### config.mk
export PLATFORM = sky130hd
export DESIGN_NAME = terminal_key_sequence_decoder_core
export DESIGN_NICKNAME = d
export VERILOG_FILES = /design/src/rtl/tksd_pkg.sv /design/src/rtl/terminal_key_sequence_decoder_core.sv /design/src/rtl/tksd_front.sv /design/src/rtl/tksd_queue.sv /design/src/rtl/tksd_back.sv
export SDC_FILE = /design/constraint.sdc
export NUM_CORES = 1
export LEC_CHECK = 0
export BUFFER_PORTS_ARGS = -buffer_cell sky130_fd_sc_hd__buf_2
export CORE_ASPECT_RATIO = 2
export CORE_MARGIN = 2
export CORE_UTILIZATION = 25
export CTS_BUF_LIST = sky130_fd_sc_hd__clkbuf_4 sky130_fd_sc_hd__clkbuf_8
export CTS_CLUSTER_DIAMETER = 150
export DETAILED_ROUTE_END_ITERATION = 12
export GPL_ROUTABILITY_DRIVEN = 0
export GPL_TIMING_DRIVEN = 0
export PLACE_DENSITY = 0.39
export REMOVE_ABC_BUFFERS = 1
export SLEW_MARGIN = 5
export SYNTH_ARGS = -nofsm -noshare
export SYNTH_HDL_FRONTEND = slang
export SYNTH_SLANG_ARGS = --single-unit
### constraint.sdc
create_clock -name aclk -period 6.6 [get_ports aclk]
set_clock_uncertainty 0.15 [all_clocks]
set_input_delay 1.32 -clock aclk [delete_from_list [all_inputs] [get_ports aclk]]
set_output_delay 1.32 -clock aclk [all_outputs]
set_load 0.03 [all_outputs]
### src/rtl/tksd_pkg.sv
// Shared types, constants and key decoding functions of the key sequence decoder.
`default_nettype none

package tksd_pkg;

    // Byte values that the decoder recognizes.
    localparam logic [7:0] ESC_BYTE      = 8'h1B;
    localparam logic [7:0] DEL_BYTE      = 8'h7F;
    localparam logic [7:0] BS_BYTE       = 8'h08;
    localparam logic [7:0] TAB_BYTE      = 8'h09;
    localparam logic [7:0] LF_BYTE       = 8'h0A;
    localparam logic [7:0] CR_BYTE       = 8'h0D;
    localparam logic [7:0] TILDE_BYTE    = 8'h7E;
    localparam logic [7:0] LBRACKET_BYTE = 8'h5B;
    localparam logic [7:0] CHAR_O        = 8'h4F;
    localparam logic [7:0] CHAR_M        = 8'h4D;
    localparam logic [7:0] CHAR_A        = 8'h41;
    localparam logic [7:0] CHAR_B        = 8'h42;
    localparam logic [7:0] CHAR_C        = 8'h43;
    localparam logic [7:0] CHAR_D        = 8'h44;
    localparam logic [7:0] CHAR_H        = 8'h48;
    localparam logic [7:0] CHAR_F        = 8'h46;
    localparam logic [7:0] CHAR_P        = 8'h50;
    localparam logic [7:0] CHAR_Q        = 8'h51;
    localparam logic [7:0] CHAR_R        = 8'h52;
    localparam logic [7:0] CHAR_S        = 8'h53;
    localparam logic [7:0] DIGIT_0       = 8'h30;
    localparam logic [7:0] DIGIT_9       = 8'h39;

    // Decimal parameter tracking.
    localparam logic [1:0] NUM_RUNNING = 2'd0;
    localparam logic [1:0] NUM_DONE    = 2'd1;
    localparam logic [1:0] NUM_BAD     = 2'd2;
    localparam logic [6:0] NUM_MAX     = 7'd99;
    localparam logic [2:0] POS_MAX     = 3'd7;

    // Dense key codes.
    localparam logic [4:0] KC_ESC   = 5'd0;
    localparam logic [4:0] KC_UP    = 5'd1;
    localparam logic [4:0] KC_DOWN  = 5'd2;
    localparam logic [4:0] KC_RIGHT = 5'd3;
    localparam logic [4:0] KC_LEFT  = 5'd4;
    localparam logic [4:0] KC_HOME  = 5'd5;
    localparam logic [4:0] KC_END   = 5'd6;
    localparam logic [4:0] KC_INS   = 5'd7;
    localparam logic [4:0] KC_DEL   = 5'd8;
    localparam logic [4:0] KC_PGUP  = 5'd9;
    localparam logic [4:0] KC_PGDN  = 5'd10;
    localparam logic [4:0] KC_F1    = 5'd11;
    localparam logic [4:0] KC_F2    = 5'd12;
    localparam logic [4:0] KC_F3    = 5'd13;
    localparam logic [4:0] KC_F4    = 5'd14;
    localparam logic [4:0] KC_F5    = 5'd15;
    localparam logic [4:0] KC_F6    = 5'd16;
    localparam logic [4:0] KC_F7    = 5'd17;
    localparam logic [4:0] KC_F8    = 5'd18;
    localparam logic [4:0] KC_F9    = 5'd19;
    localparam logic [4:0] KC_F10   = 5'd20;
    localparam logic [4:0] KC_F11   = 5'd21;
    localparam logic [4:0] KC_F12   = 5'd22;
    localparam logic [4:0] KC_TAB   = 5'd23;
    localparam logic [4:0] KC_ENTER = 5'd24;
    localparam logic [4:0] KC_BKSP  = 5'd25;

    // Depth of the queue between the byte collector and the key decoder.
    localparam int QUEUE_DEPTH = 2;
    localparam int QUEUE_PTR_W = (QUEUE_DEPTH > 1) ? $clog2(QUEUE_DEPTH) : 1;
    localparam int QUEUE_CNT_W = $clog2(QUEUE_DEPTH + 1);

    typedef struct packed {
        logic [7:0] seq_byte;
        logic       seq_end;
    } seq_in_t;

    typedef struct packed {
        logic       is_special;
        logic [4:0] key_id;
        logic [7:0] char_code;
    } key_out_t;

    // Everything collected from one finished sequence.
    typedef struct packed {
        logic [2:0] byte_count;
        logic [7:0] first_byte;
        logic [7:0] second_byte;
        logic [7:0] third_byte;
        logic [7:0] fourth_byte;
        logic [6:0] number_value;
        logic [1:0] number_status;
    } seq_rec_t;

    function automatic logic is_digit(input logic [7:0] b);
        return (b >= DIGIT_0) && (b <= DIGIT_9);
    endfunction

    function automatic logic [4:0] arrow_key(input logic [7:0] b);
        logic [4:0] k;
        unique case (b)
            CHAR_A:  k = KC_UP;
            CHAR_B:  k = KC_DOWN;
            CHAR_C:  k = KC_RIGHT;
            CHAR_D:  k = KC_LEFT;
            CHAR_H:  k = KC_HOME;
            CHAR_F:  k = KC_END;
            default: k = KC_ESC;
        endcase
        return k;
    endfunction

    function automatic logic [4:0] letter_key(input logic [7:0] b);
        logic [4:0] k;
        unique case (b)
            CHAR_P:  k = KC_F1;
            CHAR_Q:  k = KC_F2;
            CHAR_R:  k = KC_F3;
            CHAR_S:  k = KC_F4;
            default: k = arrow_key(b);
        endcase
        return k;
    endfunction

    // Map of the decimal parameter of ESC [ n ~ to a key.
    function automatic logic [4:0] number_key(input logic [6:0] n);
        logic [4:0] k;
        unique case (n)
            7'd1:    k = KC_HOME;
            7'd2:    k = KC_INS;
            7'd3:    k = KC_DEL;
            7'd4:    k = KC_END;
            7'd5:    k = KC_PGUP;
            7'd6:    k = KC_PGDN;
            7'd7:    k = KC_HOME;
            7'd8:    k = KC_END;
            7'd11:   k = KC_F1;
            7'd12:   k = KC_F2;
            7'd13:   k = KC_F3;
            7'd14:   k = KC_F4;
            7'd15:   k = KC_F5;
            7'd17:   k = KC_F6;
            7'd18:   k = KC_F7;
            7'd19:   k = KC_F8;
            7'd20:   k = KC_F9;
            7'd21:   k = KC_F10;
            7'd23:   k = KC_F11;
            7'd24:   k = KC_F12;
            default: k = KC_ESC;
        endcase
        return k;
    endfunction

    function automatic logic [4:0] decode_escape(input seq_rec_t r);
        logic [4:0] k;
        k = KC_ESC;
        priority if (r.byte_count < 3'd2) begin
            k = KC_ESC;
        end else if (r.second_byte == CHAR_O) begin
            k = (r.byte_count >= 3'd3) ? letter_key(r.third_byte) : KC_ESC;
        end else if (r.second_byte != LBRACKET_BYTE || r.byte_count < 3'd3) begin
            k = KC_ESC;
        end else if (arrow_key(r.third_byte) != KC_ESC) begin
            k = arrow_key(r.third_byte);
        end else if (r.third_byte == CHAR_M) begin
            if (r.byte_count >= 3'd4 && r.fourth_byte >= 8'd1 && r.fourth_byte <= 8'd12) begin
                k = KC_F1 + {1'b0, r.fourth_byte[3:0]} - 5'd1;
            end
        end else if (r.third_byte == CHAR_O) begin
            k = (r.byte_count >= 3'd4) ? letter_key(r.fourth_byte) : KC_ESC;
        end else if (is_digit(r.third_byte) && r.number_status != NUM_BAD) begin
            k = number_key(r.number_value);
        end else begin
            k = KC_ESC;
        end
        return k;
    endfunction

    function automatic key_out_t decode_key(input seq_rec_t r);
        key_out_t o;
        o.is_special = 1'b1;
        o.key_id     = KC_ESC;
        o.char_code  = 8'd0;
        priority if (r.first_byte == ESC_BYTE) begin
            o.key_id = decode_escape(r);
        end else if (r.first_byte == TAB_BYTE) begin
            o.key_id = KC_TAB;
        end else if (r.first_byte == LF_BYTE || r.first_byte == CR_BYTE) begin
            o.key_id = KC_ENTER;
        end else if (r.first_byte == DEL_BYTE || r.first_byte == BS_BYTE) begin
            o.key_id = KC_BKSP;
        end else begin
            o.is_special = 1'b0;
            o.char_code  = r.first_byte;
        end
        return o;
    endfunction

endpackage

`default_nettype wire

### src/rtl/terminal_key_sequence_decoder_core.sv
// Top level of the terminal key sequence decoder.
`default_nettype none

// The decoder takes the bytes of one key sequence, one request per byte, with
// seq_end set on the last byte, and returns one decoded key request per
// sequence. A byte is taken in every cycle while s_ready is high; s_ready
// drops only when the two-entry queue of finished sequences is full, which
// happens when the result side has stalled for a while. The collector stage
// keeps the first four bytes and the saturating decimal parameter of the
// sequence; when the last byte arrives it writes a snapshot into the queue.
// The decoder stage pops the queue into the output register as soon as that
// register is empty or being drained, so a key is registered first in the
// queue and then in the output register before m_valid rises, and one key per
// cycle can be delivered while m_ready stays high.
// Plain characters come out with is_special low and the byte in char_code;
// special keys carry the key code in key_id and a zero char_code.

module terminal_key_sequence_decoder_core (
    input  wire logic               aclk,
    input  wire logic               aresetn,
    input  wire logic               s_valid,
    output logic                    s_ready,
    input  wire tksd_pkg::seq_in_t  s_data,
    output logic                    m_valid,
    input  wire logic               m_ready,
    output tksd_pkg::key_out_t      m_data
);
    import tksd_pkg::*;

    // Handshake between the collector, the queue and the decoder.
    logic     q_push, q_pop, q_full, q_empty;
    seq_rec_t q_in, q_head;

    // Front: accepts bytes and builds the sequence snapshot.
    tksd_front u_front (
        .aclk    (aclk),
        .aresetn (aresetn),
        .s_valid (s_valid),
        .s_ready (s_ready),
        .s_data  (s_data),
        .q_full  (q_full),
        .q_push  (q_push),
        .q_data  (q_in)
    );

    // Queue: decouples byte intake from result delivery.
    tksd_queue u_queue (
        .aclk      (aclk),
        .aresetn   (aresetn),
        .push      (q_push),
        .push_data (q_in),
        .pop       (q_pop),
        .full      (q_full),
        .empty     (q_empty),
        .head      (q_head)
    );

    // Back: decodes the snapshot and presents the key.
    tksd_back u_back (
        .aclk    (aclk),
        .aresetn (aresetn),
        .q_empty (q_empty),
        .q_head  (q_head),
        .q_pop   (q_pop),
        .m_valid (m_valid),
        .m_ready (m_ready),
        .m_data  (m_data)
    );

endmodule

`default_nettype wire

### src/rtl/tksd_front.sv
// Byte collector: gathers the bytes of a sequence and its decimal parameter.
`default_nettype none

module tksd_front (
    input  wire logic              aclk,
    input  wire logic              aresetn,
    input  wire logic              s_valid,
    output logic                   s_ready,
    input  wire tksd_pkg::seq_in_t s_data,
    input  wire logic              q_full,
    output logic                   q_push,
    output tksd_pkg::seq_rec_t     q_data
);
    import tksd_pkg::*;

    logic [2:0] pos_reg, pos_next;
    logic [7:0] b1_reg, b2_reg, b3_reg, b4_reg;
    logic [6:0] num_reg, num_next;
    logic [1:0] status_reg, status_next;
    logic       accept;
    logic [9:0] num_sum;
    logic [7:0] b;

    assign s_ready = !q_full;
    assign accept  = s_valid && s_ready;
    assign b       = s_data.seq_byte;
    assign q_push  = accept && s_data.seq_end;

    always_comb begin
        num_sum     = ({3'b0, num_reg} << 3) + ({3'b0, num_reg} << 1)
                      + {6'b0, b[3:0]};
        num_next    = num_reg;
        status_next = status_reg;
        if (pos_reg >= 3'd2 && status_reg == NUM_RUNNING) begin
            priority if (b == TILDE_BYTE) begin
                status_next = NUM_DONE;
            end else if (is_digit(b)) begin
                num_next = (num_sum > {3'b0, NUM_MAX}) ? NUM_MAX : num_sum[6:0];
            end else begin
                status_next = NUM_BAD;
            end
        end
        pos_next = (pos_reg == POS_MAX) ? POS_MAX : pos_reg + 3'd1;

        q_data.byte_count    = pos_next;
        q_data.first_byte    = (pos_reg == 3'd0) ? b : b1_reg;
        q_data.second_byte   = (pos_reg == 3'd1) ? b : b2_reg;
        q_data.third_byte    = (pos_reg == 3'd2) ? b : b3_reg;
        q_data.fourth_byte   = (pos_reg == 3'd3) ? b : b4_reg;
        q_data.number_value  = num_next;
        q_data.number_status = status_next;
    end

    always_ff @(posedge aclk) begin
        if (!aresetn) begin
            pos_reg    <= 3'd0;
            num_reg    <= 7'd0;
            status_reg <= NUM_RUNNING;
        end else if (accept) begin
            if (s_data.seq_end) begin
                pos_reg    <= 3'd0;
                num_reg    <= 7'd0;
                status_reg <= NUM_RUNNING;
            end else begin
                pos_reg    <= pos_next;
                num_reg    <= num_next;
                status_reg <= status_next;
            end
        end
    end

    always_ff @(posedge aclk) begin
        if (accept) begin
            b1_reg <= q_data.first_byte;
            b2_reg <= q_data.second_byte;
            b3_reg <= q_data.third_byte;
            b4_reg <= q_data.fourth_byte;
        end
    end

endmodule

`default_nettype wire

### src/rtl/tksd_queue.sv
// Short queue of finished sequences between the collector and the decoder.
`default_nettype none

module tksd_queue (
    input  wire logic               aclk,
    input  wire logic               aresetn,
    input  wire logic               push,
    input  wire tksd_pkg::seq_rec_t push_data,
    input  wire logic               pop,
    output logic                    full,
    output logic                    empty,
    output tksd_pkg::seq_rec_t      head
);
    import tksd_pkg::*;

    seq_rec_t                 entries_reg [QUEUE_DEPTH];
    logic [QUEUE_PTR_W-1:0]   wr_ptr_reg, rd_ptr_reg;
    logic [QUEUE_CNT_W-1:0]   count_reg;
    logic                     do_push, do_pop;

    assign full    = (count_reg == QUEUE_CNT_W'(QUEUE_DEPTH));
    assign empty   = (count_reg == '0);
    assign do_push = push && !full;
    assign do_pop  = pop && !empty;
    assign head    = entries_reg[rd_ptr_reg];

    function automatic logic [QUEUE_PTR_W-1:0] ptr_inc(input logic [QUEUE_PTR_W-1:0] p);
        return (p == QUEUE_PTR_W'(QUEUE_DEPTH - 1)) ? '0 : p + 1'b1;
    endfunction

    always_ff @(posedge aclk) begin
        if (!aresetn) begin
            wr_ptr_reg <= '0;
            rd_ptr_reg <= '0;
            count_reg  <= '0;
        end else begin
            if (do_push) begin
                wr_ptr_reg <= ptr_inc(wr_ptr_reg);
            end
            if (do_pop) begin
                rd_ptr_reg <= ptr_inc(rd_ptr_reg);
            end
            if (do_push && !do_pop) begin
                count_reg <= count_reg + 1'b1;
            end else if (do_pop && !do_push) begin
                count_reg <= count_reg - 1'b1;
            end
        end
    end

    always_ff @(posedge aclk) begin
        if (do_push) begin
            entries_reg[wr_ptr_reg] <= push_data;
        end
    end

endmodule

`default_nettype wire

### src/rtl/tksd_back.sv
// Key decoder: turns a finished sequence into a key and holds it in the output register.
`default_nettype none

module tksd_back (
    input  wire logic               aclk,
    input  wire logic               aresetn,
    input  wire logic               q_empty,
    input  wire tksd_pkg::seq_rec_t q_head,
    output logic                    q_pop,
    output logic                    m_valid,
    input  wire logic               m_ready,
    output tksd_pkg::key_out_t      m_data
);
    import tksd_pkg::*;

    logic     m_valid_reg, m_valid_next;
    key_out_t m_data_reg;

    assign q_pop = !q_empty && (!m_valid_reg || m_ready);

    always_comb begin
        if (q_pop) begin
            m_valid_next = 1'b1;
        end else if (m_ready) begin
            m_valid_next = 1'b0;
        end else begin
            m_valid_next = m_valid_reg;
        end
    end

    always_ff @(posedge aclk) begin
        if (!aresetn) begin
            m_valid_reg <= 1'b0;
        end else begin
            m_valid_reg <= m_valid_next;
        end
    end

    always_ff @(posedge aclk) begin
        if (q_pop) begin
            m_data_reg <= decode_key(q_head);
        end
    end

    assign m_valid = m_valid_reg;
    assign m_data  = m_data_reg;

endmodule

`default_nettype wire

* After elaboration in Yosys (flattened, before gate mapping)
Memories as Yosys holds them, arrays and structs flattened. A register that Yosys moved wholly into a read port is not among the register bits.
Cells that the tools add are included.
** Operators by class
- Add/sub/neg operators :: 9
- Order comparisons :: 12
- Equal/unequal tests :: 37
- Muxes and demuxes :: 50
- Reduce and logical (&&, ||, !) cells :: 31
** Operators by type and width (number)
- equality test 8 x 7 -> 1 bit, second input constant :: 25
- 2-to-1 mux 5 bit :: 20
- case mux 5 bit (4 select lines) :: 2
- case mux 3 bit (6 select lines) :: 2
- 2-to-1 mux 7 bit :: 5
- equality test 8 x 4 -> 1 bit, second input constant :: 4
- 2-to-1 mux 8 bit :: 4
- greater-or-equal comparator 8 x 6 -> 1 bit, second input constant :: 2
- <= comparator 8 x 6 -> 1 bit, second input constant :: 2
- logical AND 1 bit :: 13
- 2-to-1 mux 2 bit :: 6
- adder 10 x 4 -> 10 bit :: 1
- adder 10 x 8 -> 10 bit :: 1
- > comparator 10 x 7 -> 1 bit, second input constant :: 1
- 2-to-1 mux 1 bit :: 9
- equality test 8 x 5 -> 1 bit, second input constant :: 1
- greater-or-equal comparator 8 x 1 -> 1 bit, second input constant :: 1
- <= comparator 8 x 4 -> 1 bit, second input constant :: 1
- inequality test 8 x 7 -> 1 bit, second input constant :: 1
- equality test 3 x 2 -> 1 bit, second input constant :: 2
- greater-or-equal comparator 3 x 2 -> 1 bit, second input constant :: 2
- logical NOT 2 bit :: 3
- < comparator 3 x 2 -> 1 bit, second input constant :: 2
- 2-to-1 mux 3 bit :: 2
- other kinds (18) :: 27
** Storage, ports and cells
- Register bits :: 63
- Memory bits (writable) :: 88
- Memory bits (read-only) :: 160
- Bits of input ports :: 13
- Word-level logic and storage cells :: 155
- Memories kept :: 2
** Memories
- (name not given) :: depth 32, bits a word 5, read ports 1, clocked after Yosys merged registers in 0, wr ports 0, RTL line tksd_pkg.sv:125 : unique case (n)
- u_queue.entries_reg :: depth 2, bits a word 44, read ports 1, clocked after Yosys merged registers in 1, wr ports 1, RTL line tksd_queue.sv:16 : seq_rec_t entries_reg [QUEUE_DEPTH];

* Depth between registers and ports, before layout
Gate-level depths: netlist of run 1.
- Depth in word-level cells :: 13
- Mapped depth :: 11
- Depth with buffers taken out :: 10

* Cells and area by module
From an unflattened synthesis of run 1, not the netlist that was laid out.
** Second synthesis, totals
- Cells, all modules :: 573
- Area total of the unflattened synthesis :: 7513.5 um^2
** Modules (own cells, without submodules)
- tksd_queue :: times used 1, cells an instance 162, area an instance 3407.0 um^2, seq. area each 2742.6 um^2
- tksd_front :: times used 1, cells an instance 223, area an instance 2544.9 um^2, seq. area each 1201.2 um^2
- tksd_back :: times used 1, cells an instance 188, area an instance 1561.5 um^2, seq. area each 440.4 um^2

* Least setup slack after synthesis of run 1
OpenSTA, ideal clock, no wires.
- Path kind :: input to register
- Start :: in s_valid
- End :: mem u_queue.entries_reg[1][0] in the netlist's numbering (enable)
- Library setup time :: 0.406 ns
- Arrival :: 3.898 ns
- Required time :: 6.044 ns
- Setup slack :: 2.146 ns
- Cell stages on the path :: 4
- Path buffers :: 1
- Cells stage by stage :: nand2_1 > inv_1 > clkbuf_1 > and3_1
** On the way
- Word-level cells in the longest chain between the ends :: 5
** RTL lines
- start, declared :: RTL line terminal_key_sequence_decoder_core.sv:21 : input wire logic s_valid,
- logical AND 1 bit :: RTL line tksd_front.sv:25 : assign accept = s_valid && s_ready;
- named net u_front.accept :: RTL line tksd_front.sv:20 : logic accept;
- logical AND 1 bit :: RTL line tksd_front.sv:27 : assign q_push = accept && s_data.seq_end;
- logical AND 1 bit :: RTL line tksd_queue.sv:23 : assign do_push = push && !full;
- 2-to-1 mux 1 bit :: RTL line tksd_queue.sv:52 : if (do_push) begin
- 2-to-1 mux 1 bit (implied by the code) :: RTL line tksd_queue.sv:53 : entries_reg[wr_ptr_reg] <= push_data;
- end, declared :: RTL line tksd_queue.sv:16
The timed path passes the listed nets, and every way through them passes these cells.

==> results.sh, run 1 <==
export IMPL_cts_setup_buffers=0
export IMPL_die_width_um=126
export IMPL_place_ws_ns=1.42
export IMPL_die_h_um=248
export IMPL_dp_cells=970
export IMPL_grt_antenna_before_repair=1
export IMPL_fmax_ghz=0.215
export IMPL_yosys_cell_types_count=71
export IMPL_crit_type="primary input to flop"
export IMPL_ios=29
export IMPL_avgSynthCellArea_sq_um=12.6
export IMPL_path_cells="buf_2 -> inv_1 -> fa_1 -> inv_1 -> ha_1 -> a21o_1 -> a21oi_1 -> xor2_1 -> nor4b_1 -> nor4_2 -> buf_2 -> a32oi_1"
export IMPL_drtAntennaViolNets=0
export IMPL_critical_path_max_fanout=7
export IMPL_syn_to_final_growth_pct=13.2
export IMPL_hold_class="flop to flop"
export IMPL_cts_root_buf="clkbuf_8"
export IMPL_dieArea_sq_um=31400
export IMPL_largest_register_ffs=88
export IMPL_fin_total_pwr_mw=2.71
export IMPL_grt_overflow=0
export IMPL_cp_start_kind="primary input"
export IMPL_dp_hpwl_um=14300
export IMPL_irDropWorstVdd_v=0.000113
export IMPL_n_fill_cell=2955
export IMPL_crit_slowest_cell="fa_1"
export IMPL_status="finished, final reports clean"
export IMPL_wl_um=19200
export IMPL_path_clk_slew_ns=0.08
export IMPL_viasPerCell=4.86
export IMPL_final_cell_mix="134 x edfxtp_1, 36 x nand2_1, 35 x inv_1, 31 x mux2_2"
export IMPL_netlist_instances=591
export IMPL_syn_area_sq_um=7470
export IMPL_crit_arrival_ns=4.63
export IMPL_worst_slew_margin_rel_pct=23.5
export IMPL_grt_pass1_vias=5028
export IMPL_design_core_area_sq_um=29500
export IMPL_instances_no_fill=1003
export IMPL_layout_commonest_cell="edfxtp_1"
export IMPL_grt_max_degree=41
export IMPL_path_delay_family="adder cells"
export IMPL_cp_num_buf_inv=4
export IMPL_finalHoldViolations=0
export IMPL_cts_buffers=17
export IMPL_fin_crit_ns=4.65
export IMPL_postSynth_asyncResetShare_pct=0
export IMPL_grt_use_total_pct=12.5
export IMPL_holdBufCountCts=0
export IMPL_layout_drive_gt1_share_pct=19.1
export IMPL_portBuffers=28
export IMPL_rows=89
export IMPL_synth_edff_count=134
export IMPL_cts_tree="done"
export IMPL_worstPathRequired_ns=6.58
export IMPL_vias=4873
export IMPL_drt_initial_drc_count=267
export IMPL_end_kind="flop"
export IMPL_fin_ws_ns=1.95
export IMPL_wire_per_inst_um=19.2
export IMPL_setup_viol=0
export IMPL_fin_crit_sh_pct=70.4
export IMPL_dr_pass1_iters=4
export IMPL_setup_tns_final_ns=0
export IMPL_register_area_sq_um=4390
export IMPL_cpPeakStageDelay_ns=0.66
export IMPL_grt_pass1_wl_um=29300
export IMPL_slew_viol_final=0
export IMPL_cts_resized=0
export IMPL_multi_input_area_sq_um=2870
export IMPL_ys_seq_elements=152
export IMPL_rsz0062_at_grt="false"
export IMPL_htreeDepth=4
export IMPL_clkSinkCount=152
export IMPL_p_per_area_nw_per_um2=320
export IMPL_ys_seq_area_share_pct=58.7
export IMPL_clk_latency_ns=0.47
export IMPL_synth_ff_type="edfxtp_1"
export IMPL_ys_warnings_count=0
export IMPL_finalNetCount=662
export IMPL_cts_buffer_depth=2
export IMPL_drcViolationCount=0
export IMPL_tightest_slew_ns=1.12
export IMPL_start_util_pct=25.3
export IMPL_drv_cap=0
export IMPL_leakage_nw=2.85
==> through the flow <==
step / hold WS, ns / utilization [%] / cell area, sq um
detailed placement: 0.376 / 27.4 / 8090
CTS: 0.381 / 28.6 / 8450
global placement: 0.365 / 27.0 / 7970
finish: 0.365 / 28.6 / 8450
global route: 0.418 / 28.6 / 8450
floorplan: 0.313 / - / 7370
==> per-layer routing <==
metal | vias to the layer above | part of all wire (%) | GRT usage, %
met3 | 26 | 2.5 | 2.37
li1 | 2343 | - | -
met4 | 0 | 3.9 | 6.44
met1 | 2423 | 36 | 12.1
met2 | 81 | 58 | 24.3
met5 | - | 0 | 0
==> logic make-up (layout without fill, tap and decap cells) <==
| group | after synthesis | after routing | share of synthesized area (%) |
|---|---|---|---|
| flip-flops | 152 | 152 | 58.7 |
| multiplexers | 53 | 53 | 7.79 |
| adder cells (fa/ha/maj) | 24 | 24 | 4.22 |
| AO/OA/AOI/OAI | 127 | 127 | 12.1 |
| XOR/XNOR | 14 | 14 | 1.64 |
| AND/OR/NAND/NOR | 166 | 166 | 12.5 |
| buffers and inverters | 55 | 102 | 3.07 |
| other | 0 | 1 | 0 |
==> layout make-up <==
class                      instances  share of cell area (%)
antenna                            1                  0.0296
clock buffer                      18                    2.86
clock inverter                    14                    1.44
inverter                          36                    1.60
multi-input combinational        384                    34.0
sequential                       152                    51.9
tap                              364                    5.39
timing repair buffer              34                    2.84
==> cells in the mapped netlist (all sizes together), types with 8 or more instances <==
master / count / area, sq um
a21oi: 19 / 95.1
nor2b: 8 / 50.1
nor4: 8 / 50.1
nor2: 20 / 75.1
o21ai: 29 / 145
nand2b: 11 / 68.8
mux2: 31 / 349
o31ai: 8 / 60.1
or3: 10 / 67.6
ha: 22 / 275
nand3: 10 / 50.1
xnor2: 8 / 70.1
nand2: 36 / 135
nor3: 13 / 65.1
buf: 11 / 63.8
o211ai: 9 / 67.6
clkbuf: 8 / 30.0
mux2i: 21 / 210
dfxtp: 18 / 360
and2: 10 / 62.6
edfxtp: 134 / 4020
inv: 36 / 135
==> final timing paths <==
path | startpoint | end | slack, ns | cells past startpoint
worst min register to register | u_front.num_reg[2] | u_front.num_reg[2] | 0.37 | 2
worst max-delay path | s_data[4] | u_queue.entries_reg[0][3] | 1.95 | 12
worst min-delay path | u_front.num_reg[2] | u_front.num_reg[2] | 0.37 | 2
worst max register to register | u_front.num_reg[0] | u_queue.entries_reg[0][3] | 2.74 | 11
==> worst register-to-register path: cells and delay by family (launching register included) <==
family | cells | cell delay (ns)
DFF | 1 | 0.39
and+or+nand+nor | 2 | 0.75
xor gates and xnor gates | 1 | 0.34
adders and majority gates | 2 | 0.85
AOI/OAI and AO/OA | 3 | 0.62
buffers and inverters | 3 | 0.44
==> report_power, final <==
group          switching (mW)  leakage, nW  total [mW]  internal (mW)
sequential             0.0708         1.40        1.31           1.24
combinational           0.472         1.27       0.734          0.262
clock                   0.390        0.184       0.665          0.275
No activity file was read; power rests on OpenSTA's default activity.
==> run 2, diff against run 1 <==
==> constraint.sdc (replaced) <==
create_clock -name aclk -period 4.4 [get_ports aclk]
set_clock_uncertainty 0.15 [all_clocks]
set_input_delay 0.88 -clock aclk [delete_from_list [all_inputs] [get_ports aclk]]
set_output_delay 0.88 -clock aclk [all_outputs]
set_load 0.03 [all_outputs]
==> run 2 against run 1 <==
Compared with the run above: global-route usage stayed put; critical path depth is 1 lower; non-clock buffer count stayed put; clock power is 50% higher; via count is 0.18% lower; cell count stayed put; sequential power is 50% higher; sequential cell count stayed put; register-to-register slack worse by 2.2 ns.
==> results.sh, run 2 (same netlist as run 1, synthesis figures left out) <==
export IMPL_path_clk_slew_ns=0.08
export IMPL_fin_ws_ns=0.241
export IMPL_grt_pass1_vias=5028
export IMPL_grt_max_degree=41
export IMPL_grt_overflow=0
export IMPL_cp_start_kind="primary input"
export IMPL_drv_cap=0
export IMPL_cts_resized=0
export IMPL_leakage_nw=2.85
export IMPL_drtAntennaViolNets=0
export IMPL_reg2reg_depth=10
export IMPL_use_met3_pct=2.37
export IMPL_cts_root_buf="clkbuf_8"
export IMPL_start_util_pct=25.3
export IMPL_hold_class="flop to flop"
export IMPL_setup_viol=0
export IMPL_dieArea_sq_um=31400
export IMPL_status="finished, final reports clean"
export IMPL_dr_pass1_iters=4
export IMPL_design_core_area_sq_um=29500
export IMPL_cts_setup_buffers=0
export IMPL_finalInstanceArea_sq_um=8450
export IMPL_wl_um=19200
export IMPL_htreeDepth=4
export IMPL_viasPerCell=4.85
export IMPL_cts_buffer_depth=2
export IMPL_end_kind="flop"
export IMPL_rows=89
export IMPL_largest_register_ffs=88
export IMPL_final_cell_mix="134 x edfxtp_1, 36 x nand2_1, 35 x inv_1, 31 x mux2_2"
export IMPL_fin_crit_ns=4.16
export IMPL_layout_commonest_cell="edfxtp_1"
export IMPL_cts_buffers=17
export IMPL_clk_latency_ns=0.47
export IMPL_clkSinkCount=152
export IMPL_die_h_um=248
export IMPL_rsz0062_at_grt="false"
export IMPL_crit_type="primary input to flop"
export IMPL_finalHoldViolations=0
export IMPL_dp_cells=970
export IMPL_grt_antenna_before_repair=1
export IMPL_irDropWorstVdd_v=0.000169
export IMPL_critical_path_max_fanout=11
export IMPL_worst_slew_margin_rel_pct=23.6
export IMPL_grt_pass1_wl_um=29300
export IMPL_crit_arrival_ns=4.14
export IMPL_vias=4864
export IMPL_tightest_slew_ns=1.12
export IMPL_drt_initial_drc_count=265
export IMPL_wire_per_inst_um=19.1
export IMPL_p_per_area_nw_per_um2=480
export IMPL_finalNetCount=662
export IMPL_ios=29
export IMPL_cts_tree="done"
export IMPL_place_ws_ns=-0.336
export IMPL_placed_cell_area_sq_um=8090
export IMPL_slew_viol_final=0
export IMPL_worstPathRequired_ns=4.38
export IMPL_syn_to_final_growth_pct=13.2
export IMPL_fin_crit_sh_pct=94.5
export IMPL_holdPathStages=2
export IMPL_met1_usage_pct=12.1
export IMPL_grt_use_total_pct=12.5
export IMPL_fin_total_pwr_mw=4.06
export IMPL_layout_drive_gt1_share_pct=19.1
export IMPL_dp_hpwl_um=14300
export IMPL_fmax_ghz=0.240
export IMPL_die_width_um=126
export IMPL_use_met2_pct=24.3
export IMPL_portBuffers=28
export IMPL_holdBufCountCts=0
export IMPL_instances_no_fill=1003
export IMPL_grt_busiest_layer="met2"
export IMPL_drcViolationCount=0
## run 2: stage by stage
step | hold slack (ns) | util, % | setup TNS (ns)
2_1_floorplan | 0.313 | - | -7.04
3_3_place_gp | 0.365 | 27.0 | -160.40
3_5_place_dp | 0.376 | 27.4 | -3.08
4_1_cts | 0.381 | 28.6 | 0
5_1_grt | 0.418 | 28.6 | 0
6_report | 0.367 | 28.6 | 0
## run 2: final timing paths
kind                                         start                         to  slack, ns
worst max-delay path                     s_data[4]  u_queue.entries_reg[0][3]       0.24
worst min register to register  u_front.num_reg[2]         u_front.num_reg[2]       0.37
worst max register to register  u_front.num_reg[0]  u_queue.entries_reg[0][3]       0.59
worst min-delay path            u_front.num_reg[2]         u_front.num_reg[2]       0.37
## run 2: area by class of cell
cell class	instances	area, sq um
antenna	1	2.50
clock inverter	14	121
clock buffer	18	241
sequential	152	4390
fill	2955	21100
inverter	36	135
multi-input combinational	384	2870
tap	364	455
timing repair buffer	34	240
## run 2: power breakdown
part / internal (mW) / switching (mW)
logic: 0.394 / 0.706
clock network: 0.413 / 0.583
registers: 1.86 / 0.106
## run 2: critical path, cell delays in order
cell	delay [ns]
buf_2	0.11
inv_1	0.21
fa_1	0.66
inv_1	0.06
ha_1	0.28
a21o_1	0.16
a21oi_1	0.28
o21ai_0	0.17
o41ai_1	0.49
xnor2_1	0.49
a32oi_1	0.34
## run 2: layer usage
layer / vias to the layer above / routed length (um)
li1: 2345 / -
met1: 2417 / 6930
met2: 77 / 11000
met3: 25 / 457
met4: 0 / 756
met5: - / 0
